$ cat src/hw/rtl/orq_pkg.sv
// Package with sizes, types and operation codes of the overwriting ring queue.
package orq_pkg;

    localparam int DEPTH       = 16;
    localparam int ENTRY_WIDTH = 32;
    localparam int IDX_W       = (DEPTH > 1) ? $clog2(DEPTH) : 1;
    localparam int CNT_W       = $clog2(DEPTH + 1);
    localparam int CFG_W       = 5;
    localparam int OP_W        = 3;
    localparam int CAP_RESET   = (DEPTH < 16) ? DEPTH : 16;

    typedef logic [IDX_W-1:0]       idx_t;
    typedef logic [CNT_W-1:0]       cnt_t;
    typedef logic [ENTRY_WIDTH-1:0] entry_t;
    typedef logic [OP_W-1:0]        op_t;

    localparam op_t OP_PUSH  = 3'd0;
    localparam op_t OP_POP   = 3'd1;
    localparam op_t OP_OLDER = 3'd2;
    localparam op_t OP_NEWER = 3'd3;
    localparam op_t OP_READ  = 3'd4;

    typedef struct packed {
        logic   en;
        logic   we;
        idx_t   addr;
        entry_t wdata;
    } mem_req_t;

endpackage

$ cat src/hw/rtl/orq_ram.sv
// Generic single-port synchronous RAM with a registered read.
module orq_ram #(
    parameter int WIDTH = 32,
    parameter int DEPTH = 16
) (
    input  logic                                  clk,
    input  logic                                  en,
    input  logic                                  we,
    input  logic [((DEPTH > 1) ? $clog2(DEPTH) : 1)-1:0] addr,
    input  logic [WIDTH-1:0]                      wdata,
    output logic [WIDTH-1:0]                      rdata
);

    logic [WIDTH-1:0] mem [DEPTH];
    logic [WIDTH-1:0] rdata_reg;

    always_ff @(posedge clk)
    begin
        if (en)
        begin
            if (we)
            begin
                mem[addr] <= wdata;
            end
            else
            begin
                rdata_reg <= mem[addr];
            end
        end
    end

    assign rdata = rdata_reg;

endmodule

$ cat src/hw/rtl/orq_ctrl.sv
// Pointer, count and capacity control with the item sequencer of the ring queue.
module orq_ctrl (
    input  logic                        clk,
    input  logic                        rst_n,
    input  logic                        in_valid,
    output logic                        in_ready,
    input  orq_pkg::op_t                in_op,
    input  orq_pkg::entry_t             in_data,
    input  logic                        cfg_valid,
    output logic                        cfg_ready,
    input  logic [orq_pkg::CFG_W-1:0]   cfg_data,
    output orq_pkg::mem_req_t           mem_req,
    input  orq_pkg::entry_t             mem_rdata,
    output logic                        out_valid,
    input  logic                        out_ready,
    output orq_pkg::entry_t             out_data,
    output logic [2:0]                  out_flags
);

    localparam logic [1:0] ST_IDLE = 2'd0;
    localparam logic [1:0] ST_READ = 2'd1;
    localparam logic [1:0] ST_OUT  = 2'd2;

    logic [1:0]              state_reg, state_next;
    orq_pkg::idx_t           head_reg, head_next;
    orq_pkg::idx_t           tail_reg, tail_next;
    orq_pkg::idx_t           cursor_reg, cursor_next;
    orq_pkg::cnt_t           count_reg, count_next;
    orq_pkg::cnt_t           cap_reg, cap_next;
    logic [orq_pkg::DEPTH-1:0] valid_reg, valid_next;
    logic                    found_reg, found_next;
    logic                    hit_reg, hit_next;
    logic                    empty_reg, empty_next;
    logic                    full_reg, full_next;
    orq_pkg::entry_t         data_reg, data_next;
    orq_pkg::idx_t           step;
    logic                    accept;

    function automatic orq_pkg::idx_t slot_next(input orq_pkg::idx_t idx,
                                                input orq_pkg::cnt_t cap);
        orq_pkg::cnt_t n;
        begin
            n = orq_pkg::cnt_t'(idx) + orq_pkg::cnt_t'(1);
            slot_next = (n >= cap) ? '0 : orq_pkg::idx_t'(n);
        end
    endfunction

    function automatic orq_pkg::idx_t slot_prev(input orq_pkg::idx_t idx,
                                                input orq_pkg::cnt_t cap);
        orq_pkg::cnt_t p;
        begin
            p = cap - orq_pkg::cnt_t'(1);
            slot_prev = (idx == '0) ? orq_pkg::idx_t'(p) : idx - orq_pkg::idx_t'(1);
        end
    endfunction

    assign in_ready  = (state_reg == ST_IDLE) && !cfg_valid;
    assign cfg_ready = (state_reg == ST_IDLE);
    assign accept    = in_valid && in_ready;
    assign out_valid = (state_reg == ST_OUT);
    assign out_data  = data_reg;
    assign out_flags = {full_reg, empty_reg, found_reg};

    always_comb
    begin
        state_next  = state_reg;
        head_next   = head_reg;
        tail_next   = tail_reg;
        cursor_next = cursor_reg;
        count_next  = count_reg;
        cap_next    = cap_reg;
        valid_next  = valid_reg;
        found_next  = found_reg;
        hit_next    = hit_reg;
        empty_next  = empty_reg;
        full_next   = full_reg;
        data_next   = data_reg;
        step        = '0;
        mem_req.en    = 1'b0;
        mem_req.we    = 1'b0;
        mem_req.addr  = '0;
        mem_req.wdata = in_data;

        unique case (state_reg)
            ST_IDLE:
            begin
                if (cfg_valid)
                begin
                    if (cfg_data == '0)
                    begin
                        cap_next = orq_pkg::cnt_t'(1);
                    end
                    else if (32'(cfg_data) > 32'(orq_pkg::DEPTH))
                    begin
                        cap_next = orq_pkg::cnt_t'(orq_pkg::DEPTH);
                    end
                    else
                    begin
                        cap_next = orq_pkg::cnt_t'(cfg_data);
                    end
                    head_next   = '0;
                    tail_next   = '0;
                    cursor_next = '0;
                    count_next  = '0;
                end
                else if (accept)
                begin
                    found_next = 1'b0;
                    case (in_op)
                        orq_pkg::OP_PUSH:
                        begin
                            mem_req.en   = 1'b1;
                            mem_req.we   = 1'b1;
                            mem_req.addr = tail_reg;
                            valid_next[tail_reg] = 1'b1;
                            if (count_reg >= cap_reg)
                            begin
                                head_next = slot_next(head_reg, cap_reg);
                            end
                            else
                            begin
                                count_next = count_reg + orq_pkg::cnt_t'(1);
                            end
                            tail_next   = slot_next(tail_reg, cap_reg);
                            cursor_next = slot_next(tail_reg, cap_reg);
                        end
                        orq_pkg::OP_POP:
                        begin
                            if (count_reg != '0)
                            begin
                                mem_req.en   = 1'b1;
                                mem_req.addr = head_reg;
                                found_next   = 1'b1;
                                head_next    = slot_next(head_reg, cap_reg);
                                count_next   = count_reg - orq_pkg::cnt_t'(1);
                            end
                        end
                        orq_pkg::OP_OLDER:
                        begin
                            if (cursor_reg != head_reg)
                            begin
                                step         = slot_prev(cursor_reg, cap_reg);
                                cursor_next  = step;
                                mem_req.en   = 1'b1;
                                mem_req.addr = step;
                                found_next   = 1'b1;
                            end
                        end
                        orq_pkg::OP_NEWER:
                        begin
                            if (cursor_reg != tail_reg)
                            begin
                                step         = slot_next(cursor_reg, cap_reg);
                                cursor_next  = step;
                                mem_req.en   = 1'b1;
                                mem_req.addr = step;
                                found_next   = 1'b1;
                            end
                        end
                        orq_pkg::OP_READ:
                        begin
                            mem_req.en   = 1'b1;
                            mem_req.addr = cursor_reg;
                            found_next   = 1'b1;
                        end
                        default:
                        begin
                            found_next = 1'b0;
                        end
                    endcase
                    hit_next   = valid_reg[mem_req.addr];
                    empty_next = (count_next == '0);
                    full_next  = (count_next == cap_reg);
                    state_next = ST_READ;
                end
            end
            ST_READ:
            begin
                data_next  = (found_reg && hit_reg) ? mem_rdata : '0;
                state_next = ST_OUT;
            end
            ST_OUT:
            begin
                if (out_ready)
                begin
                    state_next = ST_IDLE;
                end
            end
            default:
            begin
                state_next = ST_IDLE;
            end
        endcase
    end

    always_ff @(posedge clk or negedge rst_n)
    begin
        if (!rst_n)
        begin
            state_reg  <= ST_IDLE;
            head_reg   <= '0;
            tail_reg   <= '0;
            cursor_reg <= '0;
            count_reg  <= '0;
            cap_reg    <= orq_pkg::cnt_t'(orq_pkg::CAP_RESET);
            valid_reg  <= '0;
        end
        else
        begin
            state_reg  <= state_next;
            head_reg   <= head_next;
            tail_reg   <= tail_next;
            cursor_reg <= cursor_next;
            count_reg  <= count_next;
            cap_reg    <= cap_next;
            valid_reg  <= valid_next;
        end
    end

    always_ff @(posedge clk)
    begin
        found_reg <= found_next;
        hit_reg   <= hit_next;
        empty_reg <= empty_next;
        full_reg  <= full_next;
        data_reg  <= data_next;
    end

endmodule

$ cat src/hw/rtl/overwriting_ring_queue_with_browse.sv
// Top level of the overwriting ring queue with a browse cursor.
// The block takes one item at a time: an item is accepted in an idle cycle, the entry
// store (a single-port RAM with a registered read) is accessed in that cycle, and the
// result item is presented from the result register after the RAM read and held until
// taken. The next item is accepted in the cycle after the result is taken. The store
// reads as zero at reset through one valid bit per entry; there is no clearing pass.
// A capacity write clears the pointers and the count and keeps the stored entries. A
// capacity write is taken only in an idle cycle and wins over an input item in that
// cycle.
module overwriting_ring_queue_with_browse (
    input  logic        clk,
    input  logic        rst_n,
    input  logic        s_axis_tvalid,
    output logic        s_axis_tready,
    input  logic [31:0] s_axis_tdata,  // entry_data
    input  logic [2:0]  s_axis_tuser,  // op
    output logic        m_axis_tvalid,
    input  logic        m_axis_tready,
    output logic [31:0] m_axis_tdata,  // read_data
    output logic [2:0]  m_axis_tuser,  // found, is_empty, is_full
    input  logic        cfg_valid,
    output logic        cfg_ready,
    input  logic [4:0]  cfg_data       // capacity
);

    orq_pkg::mem_req_t mem_req;
    orq_pkg::entry_t   mem_rdata;

    orq_ctrl u_ctrl (
        .clk       (clk),
        .rst_n     (rst_n),
        .in_valid  (s_axis_tvalid),
        .in_ready  (s_axis_tready),
        .in_op     (s_axis_tuser),
        .in_data   (s_axis_tdata),
        .cfg_valid (cfg_valid),
        .cfg_ready (cfg_ready),
        .cfg_data  (cfg_data),
        .mem_req   (mem_req),
        .mem_rdata (mem_rdata),
        .out_valid (m_axis_tvalid),
        .out_ready (m_axis_tready),
        .out_data  (m_axis_tdata),
        .out_flags (m_axis_tuser)
    );

    orq_ram #(
        .WIDTH (orq_pkg::ENTRY_WIDTH),
        .DEPTH (orq_pkg::DEPTH)
    ) u_ram (
        .clk   (clk),
        .en    (mem_req.en),
        .we    (mem_req.we),
        .addr  (mem_req.addr),
        .wdata (mem_req.wdata),
        .rdata (mem_rdata)
    );

endmodule

$ cat config.mk
export PLATFORM = sky130hd
export DESIGN_NAME = overwriting_ring_queue_with_browse
export DESIGN_NICKNAME = d
export VERILOG_FILES = /design/src/hw/rtl/orq_pkg.sv /design/src/hw/rtl/orq_ram.sv /design/src/hw/rtl/orq_ctrl.sv /design/src/hw/rtl/overwriting_ring_queue_with_browse.sv
export SDC_FILE = /design/constraint.sdc
export NUM_CORES = 1
export LEC_CHECK = 0
export BUFFER_PORTS_ARGS = -buffer_cell sky130_fd_sc_hd__buf_2
export CAP_MARGIN = 25
export CORE_UTILIZATION = 38
export CTS_CLUSTER_DIAMETER = 100
export DETAILED_ROUTE_END_ITERATION = 12
export PLACE_DENSITY = 0.51
export SLEW_MARGIN = 20
export SYNTH_ARGS = -nofsm -noshare
export SYNTH_HDL_FRONTEND = slang
export SYNTH_SLANG_ARGS = --single-unit
export TNS_END_PERCENT = 50
$ cat constraint.sdc
create_clock -name clk -period 6.3 [get_ports clk]
set_input_delay 0.945 -clock clk [delete_from_list [all_inputs] [get_ports clk]]
set_output_delay 0.945 -clock clk [all_outputs]
set_load 0.01 [all_outputs]
==> metrics.log <==
[metrics] Met3 Routed Length: 3230 µm
[metrics] number of instances in the synthesized netlist: 1,509
[metrics] netlist area before placement: 24,200 µm²
[metrics] DR top layer: met5
[metrics] Yosys warnings: 0
[metrics] clk root buf: sky130_fd_sc_hd__clkbuf_16
[metrics] global-route wire length before repair: 93,400 µm
[metrics] Antenna Nets Post-Route: 0
[metrics] row cnt: 92
[metrics] count of buffers inserted at the top-level ports: 82
[metrics] post-synthesis async set-or-reset flop share: 6.45%
[metrics] drt first-iter violations: 1,307
[metrics] nets in the synthesized netlist: 1,584
[metrics] Critical Path End Type: flip-flop
[metrics] maximum number of buffers from clock root to sink: 3
[metrics] overall power: 9.11 mW
[metrics] Simple-Gate Fraction of Synth Area: 5.46%
[metrics] Leakage: 9.58 nW
[metrics] Req. time, crit path: 6.53 ns
[metrics] post-synthesis xor/xnor area fraction: 0.686%
[metrics] crit path max fanout: 27
[metrics] status: finished clean
[metrics] final net count: 1,690
[metrics] Slew HR: 34.9%
[metrics] Vias: 14,100
[metrics] buffers inserted by post-CTS timing repair: 0
[metrics] post-route minimum period: 5.04 ns
[metrics] Synth area leader: sky130_fd_sc_hd__edfxtp_1
[metrics] placer congestion estimate: 0.812
[metrics] number of synthesized register bits: 620
[metrics] cells along the critical path: ha_1, xor2_1, ha_1, a21o_1, a31oi_1, o21ai_0, nor2b_1, a221oi_2, nand2b_2, buf_4, nor2_4, buf_4
[metrics] final wirelength: 63,600 µm
[metrics] grt total ovfl: 0
[metrics] maximum VDD drop: 161 µV
[metrics] Primary FF master, synth: sky130_fd_sc_hd__edfxtp_1
[metrics] RSZ-0062 raised after global routing: no
[metrics] transition at the pin with the smallest max-transition slack: 0.974 ns
[metrics] vias in the first global route: 13,900
[metrics] TritonCTS clock tree: done
[metrics] final count of negative-setup-slack endpoints: 0
[metrics] met2 routed wirelength: 30,800 µm
[metrics] Crit Path Category: reg -> reg
[metrics] Detailed Routing Iterations Pass 1: 7
[metrics] adder and majority cell fraction of the synthesized area: 1.55%
[metrics] source of the critical timing path: u_ctrl.cursor_reg[0]$_DFFE_PN0P_
[metrics] DR WL/cell: 25.3 µm
[metrics] main combinational cell family by area after synthesis: compound AO/OA/AOI/OAI gates
[metrics] share of final-layout standard cells stronger than drive strength 1: 16.2%
[metrics] most frequent cells after synthesis: sky130_fd_sc_hd__edfxtp_1, sky130_fd_sc_hd__a22oi_1, sky130_fd_sc_hd__a21oi_1
[metrics] leading cell type by number of instances after synthesis: sky130_fd_sc_hd__edfxtp_1
[metrics] CP max-delay cell: sky130_fd_sc_hd__nand2b_2
[metrics] Final HPWL DP: 34,200 µm
[metrics] die span in x: 255 µm
[metrics] via/cell ratio: 5.61
[metrics] clk_skew: 0.0176 ns
[metrics] area share of the largest cell type after synthesis: 71.8%
[metrics] source of the worst register-to-register timing path: u_ctrl.cursor_reg[0]$_DFFE_PN0P_
[metrics] overall fraction of global-route tracks in use: 19.8%
[metrics] core region area: 63,100 µm²
[metrics] effective utilization at floorplan: 38.4%
[metrics] multiplexer area fraction after synthesis: 1.09%
[metrics] setup tns final: 0 ns
[metrics] Max Cap Viol: 0
[metrics] Die ar.: 64,800 µm²
[metrics] WP data arrival: 5.27 ns
[metrics] P&R area growth vs syn: 15.3%
[metrics] count of cell types in the netlist: 68
[metrics] worst-skew pair later-pin latency: 0.59 ns
[metrics] biggest cell delay along the critical path: 0.68 ns
[metrics] power density over the cells: 326 nW/µm²
[metrics] Gates resized, CTS repair: 0
[metrics] sum of routed wire segments on met1: 28,300 µm
[metrics] cts hold-fix bufs: 0
[metrics] number of buffers inserted during clock tree synthesis: 67
[metrics] slack of the critical path: 1.26 ns
[metrics] antenna violations before repair: 4
[metrics] compound-cell area share of the yosys netlist: 13.2%
[metrics] H-tree lvl count: 3
[metrics] highest clock rate: 199 MHz
[metrics] top cells by area, synth: sky130_fd_sc_hd__edfxtp_1, sky130_fd_sc_hd__a22oi_1, sky130_fd_sc_hd__dfrtp_1, sky130_fd_sc_hd__a21oi_1, sky130_fd_sc_hd__ha_1
[metrics] number of flip-flops under the largest register name: 512
[metrics] clock tree sinks: 620
[metrics] detailed-route DRC error count: 0
[metrics] startpoint kind of the worst setup timing path: flip-flop
[metrics] largest net degree at the start of global routing: 126
[metrics] number of primary I/O pins: 83
[metrics] post-synthesis sequential area ratio: 76.0%
[metrics] part of the cycle the worst path needs: 79.9%
[metrics] Hold Crit Class: in -> async
[metrics] CTS clock-pin slew for the worst setup and hold paths: 0.06 ns
[metrics] number of endpoints with negative hold slack in the final report: 0
[metrics] setup slack after placement: 1.26 ns
[metrics] Post-Synthesis Mean Instance Area: 16.1 µm²
[metrics] floorplan die height: 255 µm
[metrics] number of synthesized flops with an enable pin: 580
[metrics] Slew Viols, Final: 0
==> final timing paths <==
kind	cells after the start	to	slack [ns]
setup / recovery	12	u_ram.mem[14][23]$_DFFE_PP_	1.26
hold / removal	1	u_ctrl.cursor_reg[0]$_DFFE_PN0P_	0.35
setup reg to reg	12	u_ram.mem[14][23]$_DFFE_PP_	1.26
hold reg to reg	1	u_ctrl.valid_reg[6]$_DFFE_PN0P_	0.45
max in group asynchronous	1	u_ctrl.state_reg[1]$_DFFE_PN0P_	5.56
min in group clk	1	u_ctrl.valid_reg[6]$_DFFE_PN0P_	0.45
==> worst max-delay path, delay by kind of cell, from the launching register on <==
| family | cells | cell delay [ns] |
|---|---|---|
| compound gates | 4 | 0.82 |
| xor+xnor | 1 | 0.33 |
| fa+ha+maj | 2 | 0.57 |
| buf+inv | 2 | 0.90 |
| flops | 1 | 0.60 |
| simple gates | 3 | 1.43 |
==> cell families (layout without fill, tap and decap cells) <==
family                   after synthesis  count (layout)
flip-flops                           620             620
AND/OR/NAND/NOR                      246             246
AO/OA/AOI/OAI                        456             456
XOR/XNOR                              19              19
buffers and inverters                113             266
adder cells (fa/ha/maj)               30              30
other                                  0               2
multiplexers                          25              25
==> report_power, final <==
part           internal (mW)  total, mW  leakage, nW  switching [mW]
Sequential              4.57       4.63         5.77          0.0638
Combinational          0.276      0.754         2.80           0.478
Clock                   2.19       3.73         1.01            1.54
==> metrics by stage <==
stage                     util (%)  cells  cell area, µm²  hold slack [ns]
after floorplan                  -   1509           24200            0.427
after global placement        41.0   2391           25900            0.441
after detailed placement      41.0   2391           25900            0.444
after CTS                     44.3   2507           27900            0.456
after global routing          44.3   2509           28000            0.375
final                         44.3   2510           28000            0.354
==> layer usage <==
layer | vias to the layer above | track usage (%)
met4 | 4 | 5.73
met5 | - | 0
met3 | 88 | 3.08
li1 | 6330 | -
met2 | 433 | 32.4
met1 | 7235 | 27.3
==> layout by cell type (no fill, tap or decap), types with 30 or more instances in the layout <==
| cell | synthesis | routed |
|---|---|---|
| sky130_fd_sc_hd__a22oi_1 | 184 | 184 |
| sky130_fd_sc_hd__a21oi_1 | 134 | 133 |
| sky130_fd_sc_hd__or4_1 | 31 | 31 |
| sky130_fd_sc_hd__ha_1 | 30 | 30 |
| sky130_fd_sc_hd__clkbuf_16 | 0 | 69 |
| sky130_fd_sc_hd__buf_4 | 4 | 42 |
| sky130_fd_sc_hd__and3_1 | 39 | 39 |
| sky130_fd_sc_hd__buf_2 | 28 | 81 |
| sky130_fd_sc_hd__a222oi_1 | 33 | 33 |
| sky130_fd_sc_hd__dfrtp_1 | 39 | 39 |
| sky130_fd_sc_hd__nand2_1 | 76 | 75 |
| sky130_fd_sc_hd__edfxtp_1 | 580 | 580 |
==> layout make-up <==
type / count / area (µm²)
multi-input combinational: 776 / 5480
tap: 846 / 1060
sequential: 620 / 18400
inverter: 20 / 75.1
antenna: 2 / 5.00
clock inverter: 28 / 236
clock buffer: 88 / 1820
timing repair buffer: 130 / 868
fill: 5621 / 35100
No activity file was read; power rests on OpenSTA's default activity.
